### src/hdl/eps_pkg.sv
`default_nettype none

package eps_pkg;

   // configuration register indexes
   localparam logic [2:0] REG_GAIN_P     = 3'd0;
   localparam logic [2:0] REG_GAIN_I     = 3'd1;
   localparam logic [2:0] REG_GAIN_D     = 3'd2;
   localparam logic [2:0] REG_INV_PERIOD = 3'd3;
   localparam logic [2:0] REG_INVERT     = 3'd4;
   localparam logic [2:0] REG_POS_PERIOD = 3'd5;
   localparam logic [2:0] REG_NEG_PERIOD = 3'd6;
   localparam logic [2:0] REG_NEG_ENABLE = 3'd7;

   // shared serial multiplier: signed multiplicand x signed multiplier
   localparam int MUL_A_W   = 49;
   localparam int MUL_B_W   = 33;
   localparam int MUL_P_W   = MUL_A_W + MUL_B_W;
   localparam int MUL_CNT_W = $clog2(MUL_B_W);

   // serial divide-by-five
   localparam int DIV_W     = 35;
   localparam int DIV_CNT_W = $clog2(DIV_W);
   localparam logic [3:0] DIV_BY = 4'd5;

   typedef struct packed {
      logic busy;
      logic done;
   } unit_status_type;

endpackage

`default_nettype wire

### src/hdl/encoder_speed_pid_pwm.sv
// Encoder speed PID controller with forward and reverse PWM compare outputs.
//
// req channel: one transaction per control tick carries the raw 16-bit encoder
// count and the signed Q16.16 target speed. rsp channel: one transaction per
// tick carries the forward and reverse compare values, the measured speed and
// the smoothed speed. csr port: gains, reciprocal period, invert, PWM periods
// and reverse enable, which the user must write only while no tick is in
// flight; the block itself does not enforce this.
//
// Each tick runs five multiplies (speed, P, I, D, duty) through one bit-serial
// shift-add unit, 33 multiplier bits at one bit per cycle; the speed average is
// divided by five bit-serially alongside the P multiply. A new tick is taken
// the cycle after the previous one has moved into the output register.
//
// Reset (synchronous) clears the state and loads the register defaults.
// A stalled rsp holds its data; req is still taken and the next tick waits
// in its final state until the output register is free.
`default_nettype none

module encoder_speed_pid_pwm (
   input  wire logic        clock,
   input  wire logic        reset,
   input  wire logic        req_tvalid,
   output logic             req_tready,
   input  wire logic [47:0] req_tdata,   // encoder_count[15:0], target_speed[47:16]
   output logic             rsp_tvalid,
   input  wire logic        rsp_tready,
   output logic      [95:0] rsp_tdata,   // pos_duty[15:0], neg_duty[31:16],
                                         // measured_speed[63:32], smoothed_speed[95:64]
   input  wire logic        csr_wr_en,
   input  wire logic [2:0]  csr_index,
   input  wire logic [31:0] csr_wdata
);
   import eps_pkg::*;

   localparam logic [3:0] S_IDLE    = 4'd0;
   localparam logic [3:0] S_SPD_GO  = 4'd1;
   localparam logic [3:0] S_SPD     = 4'd2;
   localparam logic [3:0] S_ERR     = 4'd3;
   localparam logic [3:0] S_ERR2    = 4'd4;
   localparam logic [3:0] S_PMUL    = 4'd5;
   localparam logic [3:0] S_I_GO    = 4'd6;
   localparam logic [3:0] S_IMUL    = 4'd7;
   localparam logic [3:0] S_D_GO    = 4'd8;
   localparam logic [3:0] S_DMUL    = 4'd9;
   localparam logic [3:0] S_CLAMP   = 4'd10;
   localparam logic [3:0] S_DUTY_GO = 4'd11;
   localparam logic [3:0] S_DUTY    = 4'd12;
   localparam logic [3:0] S_OUT     = 4'd13;

   localparam int DRV_W = MUL_P_W - 16;
   localparam logic signed [DRV_W-1:0]   DRV_MAX   = DRV_W'(64'sd16777216);
   localparam logic signed [DRV_W-1:0]   DRV_MIN   = DRV_W'(-64'sd16777216);
   localparam logic signed [MUL_P_W-1:0] P_S32_MAX = MUL_P_W'(64'sh7FFF_FFFF);
   localparam logic signed [MUL_P_W-1:0] P_S32_MIN = MUL_P_W'(-64'sh8000_0000);
   localparam logic [24:0] MAG_ONE   = 25'h100_0000;
   localparam logic [40:0] ROUND_HALF = 41'h80_0000;

   function automatic logic [31:0] sat33(input logic [32:0] v);
      if (v[32] != v[31]) begin
         return v[32] ? 32'h8000_0000 : 32'h7FFF_FFFF;
      end
      return v[31:0];
   endfunction

   // configuration
   logic [31:0] gain_p_ff, gain_i_ff, gain_d_ff, inv_period_ff;
   logic        invert_ff, neg_enable_ff;
   logic [15:0] pos_period_ff, neg_period_ff;

   // control and state
   logic [3:0]  state_ff, state_in;
   logic [15:0] prev_count_ff;
   logic [31:0] prev_error_ff;
   logic [47:0] esum_ff;
   logic [31:0] speed_average_ff;

   // per-tick working registers
   logic [15:0] diff_ff;
   logic [31:0] target_ff;
   logic [31:0] speed_ff;
   logic [31:0] err_ff;
   logic [31:0] dterm_ff;
   logic        acc_neg_ff;
   logic [DRV_W-1:0] drive_ff;
   logic [24:0] mag_ff;
   logic        drv_pos_ff, drv_neg_ff;
   logic [15:0] pos_duty_ff, neg_duty_ff;
   logic        rsp_valid_ff;
   logic [95:0] rsp_data_ff;

   // units
   logic                 mul_start;
   logic [MUL_A_W-1:0]   mul_a;
   logic [MUL_B_W-1:0]   mul_b;
   logic [MUL_P_W-1:0]   mul_prod;
   unit_status_type      mul_st;
   logic                 div_start;
   logic [DIV_W-1:0]     div_dividend;
   logic [DIV_W-1:0]     div_q;
   unit_status_type      div_st;

   // datapath next values
   logic        req_acc;
   logic        out_load;
   logic [15:0] cnt_sel;
   logic [15:0] diff_in;
   logic [31:0] speed_in;
   logic [31:0] err_in;
   logic [31:0] dterm_in;
   logic [48:0] esum_sum;
   logic [47:0] esum_in;
   logic [DIV_W-1:0] acc;
   logic [DIV_W-1:0] acc_mag;
   logic [DIV_W-1:0] q_neg;
   logic [31:0] avg_in;
   logic [DRV_W-1:0] drive_in;
   logic [DRV_W-1:0] drv_abs;
   logic        drv_over;
   logic [24:0] mag_in;
   logic [40:0] rnd;
   logic [15:0] duty;

   eps_mul u_mul (
      .clock   (clock),
      .reset   (reset),
      .start   (mul_start),
      .a       (mul_a),
      .b       (mul_b),
      .product (mul_prod),
      .status  (mul_st)
   );

   eps_div5 u_div (
      .clock    (clock),
      .reset    (reset),
      .start    (div_start),
      .dividend (div_dividend),
      .quotient (div_q),
      .status   (div_st)
   );

   assign req_tready = (state_ff == S_IDLE);
   assign req_acc    = req_tvalid && req_tready;
   assign out_load   = (state_ff == S_OUT) && (!rsp_valid_ff || rsp_tready);
   assign rsp_tvalid = rsp_valid_ff;
   assign rsp_tdata  = rsp_data_ff;

   // configuration writes
   always_ff @(posedge clock) begin
      if (reset) begin
         gain_p_ff     <= '0;
         gain_i_ff     <= '0;
         gain_d_ff     <= '0;
         inv_period_ff <= 32'd6553600;
         invert_ff     <= 1'b0;
         pos_period_ff <= 16'hFFFF;
         neg_period_ff <= 16'hFFFF;
         neg_enable_ff <= 1'b1;
      end else if (csr_wr_en) begin
         unique case (csr_index)
            REG_GAIN_P:     gain_p_ff     <= csr_wdata;
            REG_GAIN_I:     gain_i_ff     <= csr_wdata;
            REG_GAIN_D:     gain_d_ff     <= csr_wdata;
            REG_INV_PERIOD: inv_period_ff <= csr_wdata;
            REG_INVERT:     invert_ff     <= csr_wdata[0];
            REG_POS_PERIOD: pos_period_ff <= csr_wdata[15:0];
            REG_NEG_PERIOD: neg_period_ff <= csr_wdata[15:0];
            REG_NEG_ENABLE: neg_enable_ff <= csr_wdata[0];
            default: ;
         endcase
      end
   end

   // sequencer
   always_comb begin
      state_in = state_ff;
      unique case (state_ff)
         S_IDLE:    if (req_acc) state_in = S_SPD_GO;
         S_SPD_GO:  state_in = S_SPD;
         S_SPD:     if (mul_st.done) state_in = S_ERR;
         S_ERR:     state_in = S_ERR2;
         S_ERR2:    state_in = S_PMUL;
         S_PMUL:    if (mul_st.done) state_in = S_I_GO;
         S_I_GO:    state_in = S_IMUL;
         S_IMUL:    if (mul_st.done) state_in = S_D_GO;
         S_D_GO:    state_in = S_DMUL;
         S_DMUL:    if (mul_st.done) state_in = S_CLAMP;
         S_CLAMP:   state_in = S_DUTY_GO;
         S_DUTY_GO: state_in = S_DUTY;
         S_DUTY:    if (mul_st.done) state_in = S_OUT;
         S_OUT:     if (out_load) state_in = S_IDLE;
         default:   state_in = S_IDLE;
      endcase
   end

   // multiplier operand routing
   always_comb begin
      mul_start = 1'b0;
      mul_a     = '0;
      mul_b     = '0;
      unique case (state_ff)
         S_SPD_GO: begin
            mul_start = 1'b1;
            mul_a     = {17'b0, inv_period_ff};
            mul_b     = {{17{diff_ff[15]}}, diff_ff};
         end
         S_ERR2: begin
            mul_start = 1'b1;
            mul_a     = {{17{err_ff[31]}}, err_ff};
            mul_b     = {gain_p_ff[31], gain_p_ff};
         end
         S_I_GO: begin
            mul_start = 1'b1;
            mul_a     = {esum_ff[47], esum_ff};
            mul_b     = {gain_i_ff[31], gain_i_ff};
         end
         S_D_GO: begin
            mul_start = 1'b1;
            mul_a     = {{17{dterm_ff[31]}}, dterm_ff};
            mul_b     = {gain_d_ff[31], gain_d_ff};
         end
         S_DUTY_GO: begin
            mul_start = 1'b1;
            mul_a     = {24'b0, mag_ff};
            mul_b     = {17'b0, drv_neg_ff ? neg_period_ff : pos_period_ff};
         end
         default: ;
      endcase
   end

   always_comb begin
      cnt_sel = invert_ff ? (16'd0 - req_tdata[15:0]) : req_tdata[15:0];
      diff_in = cnt_sel - prev_count_ff;

      if ($signed(mul_prod) > P_S32_MAX) begin
         speed_in = 32'h7FFF_FFFF;
      end else if ($signed(mul_prod) < P_S32_MIN) begin
         speed_in = 32'h8000_0000;
      end else begin
         speed_in = mul_prod[31:0];
      end

      err_in   = sat33({target_ff[31], target_ff} - {speed_ff[31], speed_ff});
      dterm_in = sat33({prev_error_ff[31], prev_error_ff} - {err_ff[31], err_ff});

      esum_sum = {esum_ff[47], esum_ff} + {{17{err_ff[31]}}, err_ff};
      if (esum_sum[48] != esum_sum[47]) begin
         esum_in = esum_sum[48] ? {1'b1, 47'b0} : {1'b0, {47{1'b1}}};
      end else begin
         esum_in = esum_sum[47:0];
      end

      // 4*average + speed, divided by five on its magnitude with +2 rounding
      acc          = {speed_average_ff[31], speed_average_ff, 2'b00}
                   + {{3{speed_ff[31]}}, speed_ff};
      acc_mag      = acc[DIV_W-1] ? (DIV_W'(0) - acc) : acc;
      div_dividend = acc_mag + DIV_W'(2);
      q_neg        = DIV_W'(0) - div_q;
      avg_in       = acc_neg_ff ? q_neg[31:0] : div_q[31:0];

      // floor(product / 2^16) is the arithmetic shift
      drive_in = drive_ff + mul_prod[MUL_P_W-1:16];

      drv_abs  = drive_ff[DRV_W-1] ? (DRV_W'(0) - drive_ff) : drive_ff;
      drv_over = ($signed(drive_ff) > DRV_MAX) || ($signed(drive_ff) < DRV_MIN);
      mag_in   = drv_over ? MAG_ONE : drv_abs[24:0];

      rnd  = mul_prod[40:0] + ROUND_HALF;
      duty = rnd[39:24];
   end

   assign div_start = (state_ff == S_ERR);

   always_ff @(posedge clock) begin
      if (reset) begin
         state_ff         <= S_IDLE;
         prev_count_ff    <= '0;
         prev_error_ff    <= '0;
         esum_ff          <= '0;
         speed_average_ff <= '0;
         rsp_valid_ff     <= 1'b0;
      end else begin
         state_ff <= state_in;
         if (req_acc) begin
            prev_count_ff <= cnt_sel;
         end
         if (state_ff == S_ERR2) begin
            prev_error_ff <= err_ff;
            esum_ff       <= esum_in;
         end
         if (div_st.done) begin
            speed_average_ff <= avg_in;
         end
         if (out_load) begin
            rsp_valid_ff <= 1'b1;
         end else if (rsp_tready) begin
            rsp_valid_ff <= 1'b0;
         end
      end
   end

   always_ff @(posedge clock) begin
      if (req_acc) begin
         diff_ff   <= diff_in;
         target_ff <= req_tdata[47:16];
      end
      if (state_ff == S_SPD && mul_st.done) begin
         speed_ff <= speed_in;
      end
      if (state_ff == S_ERR) begin
         err_ff     <= err_in;
         acc_neg_ff <= acc[DIV_W-1];
      end
      if (state_ff == S_ERR2) begin
         dterm_ff <= dterm_in;
      end
      if (state_ff == S_PMUL && mul_st.done) begin
         drive_ff <= mul_prod[MUL_P_W-1:16];
      end else if ((state_ff == S_IMUL || state_ff == S_DMUL) && mul_st.done) begin
         drive_ff <= drive_in;
      end
      if (state_ff == S_CLAMP) begin
         mag_ff     <= mag_in;
         drv_pos_ff <= !drive_ff[DRV_W-1] && (drive_ff != '0);
         drv_neg_ff <= drive_ff[DRV_W-1];
      end
      if (state_ff == S_DUTY && mul_st.done) begin
         pos_duty_ff <= drv_pos_ff ? duty : 16'd0;
         neg_duty_ff <= (drv_neg_ff && neg_enable_ff) ? duty : 16'd0;
      end
      if (out_load) begin
         rsp_data_ff <= {speed_average_ff, speed_ff, neg_duty_ff, pos_duty_ff};
      end
   end

   // checks
   a_mul_idle_on_start: assert property (@(posedge clock) disable iff (reset)
      mul_start |-> !mul_st.busy)
      else $error("multiplier started while busy");

   a_div_idle_on_start: assert property (@(posedge clock) disable iff (reset)
      div_start |-> !div_st.busy)
      else $error("divider started while busy");

   a_mag_clamped: assert property (@(posedge clock) disable iff (reset)
      (state_ff == S_DUTY_GO) |-> (mag_ff <= MAG_ONE))
      else $error("drive magnitude above one");

   a_avg_ready: assert property (@(posedge clock) disable iff (reset)
      (state_ff == S_OUT) |-> (!div_st.busy && !div_st.done))
      else $error("speed average not settled at output");

   a_no_overwrite: assert property (@(posedge clock) disable iff (reset)
      out_load |-> (!rsp_valid_ff || rsp_tready))
      else $error("pending result overwritten");

   a_reset_idle: assert property (@(posedge clock)
      reset |=> (state_ff == S_IDLE && !rsp_valid_ff))
      else $error("not idle after reset");

endmodule

`default_nettype wire

### src/hdl/eps_mul.sv
`default_nettype none

// Radix-2 shift-add multiplier, one multiplier bit per cycle, LSB first.
// The sign bit of the multiplier is weighted negative, so the last step subtracts.
module eps_mul (
   input  wire logic                            clock,
   input  wire logic                            reset,
   input  wire logic                            start,
   input  wire logic [eps_pkg::MUL_A_W-1:0]     a,
   input  wire logic [eps_pkg::MUL_B_W-1:0]     b,
   output logic      [eps_pkg::MUL_P_W-1:0]     product,
   output eps_pkg::unit_status_type             status
);
   import eps_pkg::*;

   logic                 busy_ff;
   logic                 done_ff;
   logic [MUL_CNT_W-1:0] cnt_ff;
   logic [MUL_A_W-1:0]   a_ff;
   logic [MUL_A_W-1:0]   hi_ff;
   logic [MUL_B_W-1:0]   lo_ff;

   logic                 last;
   logic [MUL_A_W:0]     addend;
   logic [MUL_A_W:0]     sum;
   logic [MUL_A_W-1:0]   hi_in;
   logic [MUL_B_W-1:0]   lo_in;

   always_comb begin
      last = (cnt_ff == MUL_CNT_W'(MUL_B_W - 1));
      if (lo_ff[0]) begin
         addend = last ? ((MUL_A_W+1)'(0) - {a_ff[MUL_A_W-1], a_ff}) : {a_ff[MUL_A_W-1], a_ff};
      end else begin
         addend = '0;
      end
      sum   = {hi_ff[MUL_A_W-1], hi_ff} + addend;
      hi_in = sum[MUL_A_W:1];
      lo_in = {sum[0], lo_ff[MUL_B_W-1:1]};
   end

   always_ff @(posedge clock) begin
      if (reset) begin
         busy_ff <= 1'b0;
         done_ff <= 1'b0;
         cnt_ff  <= '0;
      end else begin
         done_ff <= 1'b0;
         if (start) begin
            busy_ff <= 1'b1;
            cnt_ff  <= '0;
         end else if (busy_ff) begin
            cnt_ff <= cnt_ff + MUL_CNT_W'(1);
            if (last) begin
               busy_ff <= 1'b0;
               done_ff <= 1'b1;
            end
         end
      end
   end

   always_ff @(posedge clock) begin
      if (start) begin
         a_ff  <= a;
         hi_ff <= '0;
         lo_ff <= b;
      end else if (busy_ff) begin
         hi_ff <= hi_in;
         lo_ff <= lo_in;
      end
   end

   assign product     = {hi_ff, lo_ff};
   assign status.busy = busy_ff;
   assign status.done = done_ff;

endmodule

`default_nettype wire

### src/hdl/eps_div5.sv
`default_nettype none

// Restoring division by five, one quotient bit per cycle, MSB first.
// Quotient bits shift into the dividend register as dividend bits leave.
module eps_div5 (
   input  wire logic                        clock,
   input  wire logic                        reset,
   input  wire logic                        start,
   input  wire logic [eps_pkg::DIV_W-1:0]   dividend,
   output logic      [eps_pkg::DIV_W-1:0]   quotient,
   output eps_pkg::unit_status_type         status
);
   import eps_pkg::*;

   logic                 busy_ff;
   logic                 done_ff;
   logic [DIV_CNT_W-1:0] cnt_ff;
   logic [DIV_W-1:0]     dq_ff;
   logic [2:0]           rem_ff;

   logic [3:0]           part;
   logic                 ge;
   logic [3:0]           part_sub;
   logic [2:0]           rem_in;
   logic [DIV_W-1:0]     dq_in;

   always_comb begin
      part     = {rem_ff, dq_ff[DIV_W-1]};
      ge       = (part >= DIV_BY);
      part_sub = part - DIV_BY;
      rem_in   = ge ? part_sub[2:0] : part[2:0];
      dq_in    = {dq_ff[DIV_W-2:0], ge};
   end

   always_ff @(posedge clock) begin
      if (reset) begin
         busy_ff <= 1'b0;
         done_ff <= 1'b0;
         cnt_ff  <= '0;
      end else begin
         done_ff <= 1'b0;
         if (start) begin
            busy_ff <= 1'b1;
            cnt_ff  <= '0;
         end else if (busy_ff) begin
            cnt_ff <= cnt_ff + DIV_CNT_W'(1);
            if (cnt_ff == DIV_CNT_W'(DIV_W - 1)) begin
               busy_ff <= 1'b0;
               done_ff <= 1'b1;
            end
         end
      end
   end

   always_ff @(posedge clock) begin
      if (start) begin
         dq_ff  <= dividend;
         rem_ff <= '0;
      end else if (busy_ff) begin
         dq_ff  <= dq_in;
         rem_ff <= rem_in;
      end
   end

   assign quotient    = dq_ff;
   assign status.busy = busy_ff;
   assign status.done = done_ff;

endmodule

`default_nettype wire

### config.mk
export PLATFORM = sky130hd
export DESIGN_NAME = encoder_speed_pid_pwm
export DESIGN_NICKNAME = d
export VERILOG_FILES = /design/src/hdl/eps_pkg.sv /design/src/hdl/encoder_speed_pid_pwm.sv /design/src/hdl/eps_mul.sv /design/src/hdl/eps_div5.sv
export SDC_FILE = /design/constraint.sdc
export NUM_CORES = 2
export LEC_CHECK = 0
export BUFFER_PORTS_ARGS = -buffer_cell sky130_fd_sc_hd__buf_4
export CAP_MARGIN = 0
export CORE_MARGIN = 10
export CORE_UTILIZATION = 41
export CTS_CLUSTER_SIZE = 14
export DETAILED_ROUTE_END_ITERATION = 10
export MAX_ROUTING_LAYER = met4
export PLACE_DENSITY = 0.6
export SKIP_LAST_GASP = 1
export SLEW_MARGIN = 0
export SYNTH_ARGS = -nofsm -noshare
export SYNTH_HDL_FRONTEND = slang
export SYNTH_SLANG_ARGS = --single-unit
### constraint.sdc
create_clock -name clock -period 10.6 [get_ports clock]
set_input_delay 0.53 -clock clock [delete_from_list [all_inputs] [get_ports clock]]
set_output_delay 0.53 -clock clock [all_outputs]
set_load 0.02 [all_outputs]
==> qor.txt <==
RR Endpoint -> u_mul.hi_ff[47]
Worst min-delay path category -> in -> reg
Slew Limit Headroom -> 0.184
Initial antenna violation count -> 3
Total global-route track usage -> 0.227
Die Ht -> 374 um
Syn Inst Count -> 5695
Share of layout cells above drive strength 1 -> 0.0875
First-pass GRT wire length -> 246000 um
Syn_area_per_cell -> 9.01 um^2
PnR worst setup slack -> 4500 ps
Reg2Reg Setup Slack -> 4500 ps
Worst EP arrival -> 6740 ps
Remaining Overflow, GRT -> 0
Period utilization -> 0.575
Hold depth -> 3
Antenna viol nets, final -> 0
Starting Density -> 0.414
Pwr dens -> 196 nW/um^2
Levels on crit path -> 21
Row Count -> 129
Hold Slack -> 64.0 ps
I/O pins -> 186
FF-to-FF Start -> u_mul.a_ff[9]
Cell-by-cell listing of the critical path -> or4_1 > or3_1 > nor3_1 > a21oi_1 > xor2_1 > and2_1 > ha_1 > and2_1 > nand4_1 > nor2_1 > o21a_1 > o21ai_0 > a21oi_1 > o31ai_1 > a211oi_1 > o21bai_1 > a21oi_1 > a221o_1 > nand4_1 > or4b_2 > nand3_1
Clock transition at the registers of the reported paths -> 60 ps
Yosys synthesis warning count -> 0
Final hold violation count -> 0
Worst Clk Skew -> 31.9 ps
Dominant cells by area after synthesis -> edfxtp_1 28%, dfxtp_1 14%, ha_1 7.0%
Clock H-tree levels -> 3
Wire per inst -> 21.3 um
Worst path most repeated cell -> a21oi_1
Setup TNS -> 0 ps
Syn_nets -> 6076
Largest net degree at the start of global routing -> 188
Proportion of synthesized chip area in sequential cells -> 0.424
Most frequent cell after synthesis -> nand2_1
Setup crit end -> u_mul.hi_ff[47]
Vias in the first global route -> 41300
Final setup violation count -> 0
Max VDD drop -> 0.130 mV
Synth area leader -> edfxtp_1
Port buffer count -> 185
Crit start category -> register
Minimum clock period -> 6100 ps
CP Capture Type -> register
PostCTS Resize Cnt -> 0
Clock Tree Buf Depth -> 3
Crit path max-delay cell type -> or4b_2
Critical path buffers and inverters -> 0
Post-CTS Setup Repair Bufs -> 0
Yosys top cell area share -> 0.282
Vias/cell -> 5.71
Fmax -> 164 MHz
Post-synth EDFFs -> 482
Cell variety after synth -> 109
Static leakage -> 22.7 nW
1st-pass router iterations -> 7
Worst path required time -> 11240 ps
R2R depth -> 21
Post-synth top flop -> edfxtp_1
Crit Path Category -> reg -> reg
Clock Tree Root -> clkbuf_16
Critical Path Fanout Max -> 6
Total Wirelength -> 160000 um
Synthesis-to-layout area growth -> 12.7%
Cts hold-fix bufs -> 32
Post-Place Setup Slack -> 4630 ps
# nets final -> 6170
Clock Sink Count -> 845
Max Cap Viol -> 0
Cts bufs inserted -> 98
Flops & latches, synth -> 845
Worst stage delay on the critical path -> 620 ps
FFs w/ async S/R, synth -> 0
Hold path start -> csr_wdata[21]
Critical Path Start -> u_mul.a_ff[9]
CTS tree -> built
Worst Tran Pin Value -> 1220 ps
Pwr Total -> 0.0113 W
Util after Layout -> 0.467
Slew Limit Fails -> 0
Status -> finished clean
Core Area -> 124000 um^2
Die extent in x -> 374 um
DRC Markers -> 0
Routed via count -> 42900
Synthesized area -> 51300 um^2
Top post-synthesis cells by count -> 832 x nand2_1, 545 x a21oi_1, 482 x edfxtp_1, 466 x nor2_1, 363 x dfxtp_1
Die Area -> 140000 um^2
Routability cong. -> 0.940
Hpwl dp -> 118000 um
1st-iter DRT viols -> 4028
Clk_lat worst skew -> 730 ps
RSZ-0062 raised after global routing -> false
Top delay family on crit path -> simple AND/OR/NAND/NOR gates
==> stage by stage <==
stage | instances | cell area, um^2
after floorplan | 5695 | 51300
after global placement | 7294 | 54200
after detailed placement | 7294 | 54200
after CTS | 7512 | 57800
after global routing | 7513 | 57800
final | 7513 | 57800
==> sequential cells by signal, indices dropped and copies added, names as in the netlist, 33 cells and up <==
signal	flops
u_mul.lo_ff	33
drive_ff	66
u_div.quotient	35
u_mul.a_ff	48
u_mul.hi_ff	49
esum_ff	48
rsp_tdata	96
==> report_power, final <==
group          leakage (nW)  switching [W]  internal (W)
clock network          1.60        0.00148       0.00202
logic                  13.7        0.00204       0.00130
registers              7.41       0.000484       0.00400
==> layout by cell type, fill, tap and decap left out, types with 17 or more instances in the layout <==
| master | n |
|---|---|
| a211oi_1 | 96 |
| a21o_1 | 174 |
| a21oi_1 | 545 |
| a222oi_1 | 41 |
| a22oi_1 | 67 |
| a31oi_1 | 53 |
| a41oi_1 | 24 |
| and2_1 | 66 |
| and3_1 | 34 |
| buf_4 | 237 |
| clkbuf_1 | 27 |
| clkbuf_16 | 101 |
| dfxtp_1 | 361 |
| dlygate4sd3_1 | 32 |
| edfxtp_1 | 482 |
| ha_1 | 286 |
| inv_1 | 193 |
| mux2_2 | 20 |
| mux2i_1 | 48 |
| nand2_1 | 830 |
| nand2b_1 | 60 |
| nand3_1 | 92 |
| nand3b_1 | 40 |
| nand4_1 | 66 |
| nor2_1 | 461 |
| nor2b_1 | 59 |
| nor3_1 | 69 |
| nor4_1 | 45 |
| o211ai_1 | 17 |
| o21a_1 | 38 |
| o21ai_0 | 278 |
| o21bai_1 | 39 |
| o31ai_1 | 53 |
| or2_2 | 22 |
| or3_1 | 44 |
| xnor2_1 | 230 |
| xor2_1 | 194 |
==> per-layer routing <==
layer / routed length, um / GRT usage / vias to the layer above
met3: 8110 / 0.0240 / 225
met1: 71700 / 0.298 / 20600
met2: 74500 / 0.364 / 1150
li1: - / - / 20900
met5: 0 / - / -
met4: 5420 / 0.0780 / 0
==> logic make-up after synthesis <==
kind of cell	after synthesis	share of synthesized area
fa+ha+maj	307	0.0752
xor+xnor	427	0.0734
compound gates	1594	0.199
mux	69	0.0140
simple gates	1980	0.179
flops	845	0.424
buf+inv	473	0.0358
==> how the worst min path moves through the flow <==
stage,end,slack [ps]
5_1_grt,inv_period_ff[21],80
2_1_floorplan,rsp_tdata[0],400
3_5_place_dp,rsp_tdata[18],400
6_report,inv_period_ff[21],60
4_1_cts,inv_period_ff[21],30
3_3_place_gp,rsp_tdata[21],400
==> final cells by class <==
type | count | area (um^2)
Timing Repair Buffer | 271 | 2130
Tap cell | 1637 | 2050
Sequential cell | 845 | 21700
Inverter | 196 | 743
Multi-Input combinational cell | 4377 | 27900
Clock buffer | 136 | 2740
Antenna cell | 1 | 2.50
Clock inverter | 50 | 572
Fill cell | 12000 | 66100
==> tightest hold or removal path, stage by stage <==
cell	delay, ps
buf_4	100
nand2_1	50
nand3b_1	70
Note: power is estimated with default switching activity, not from simulation.
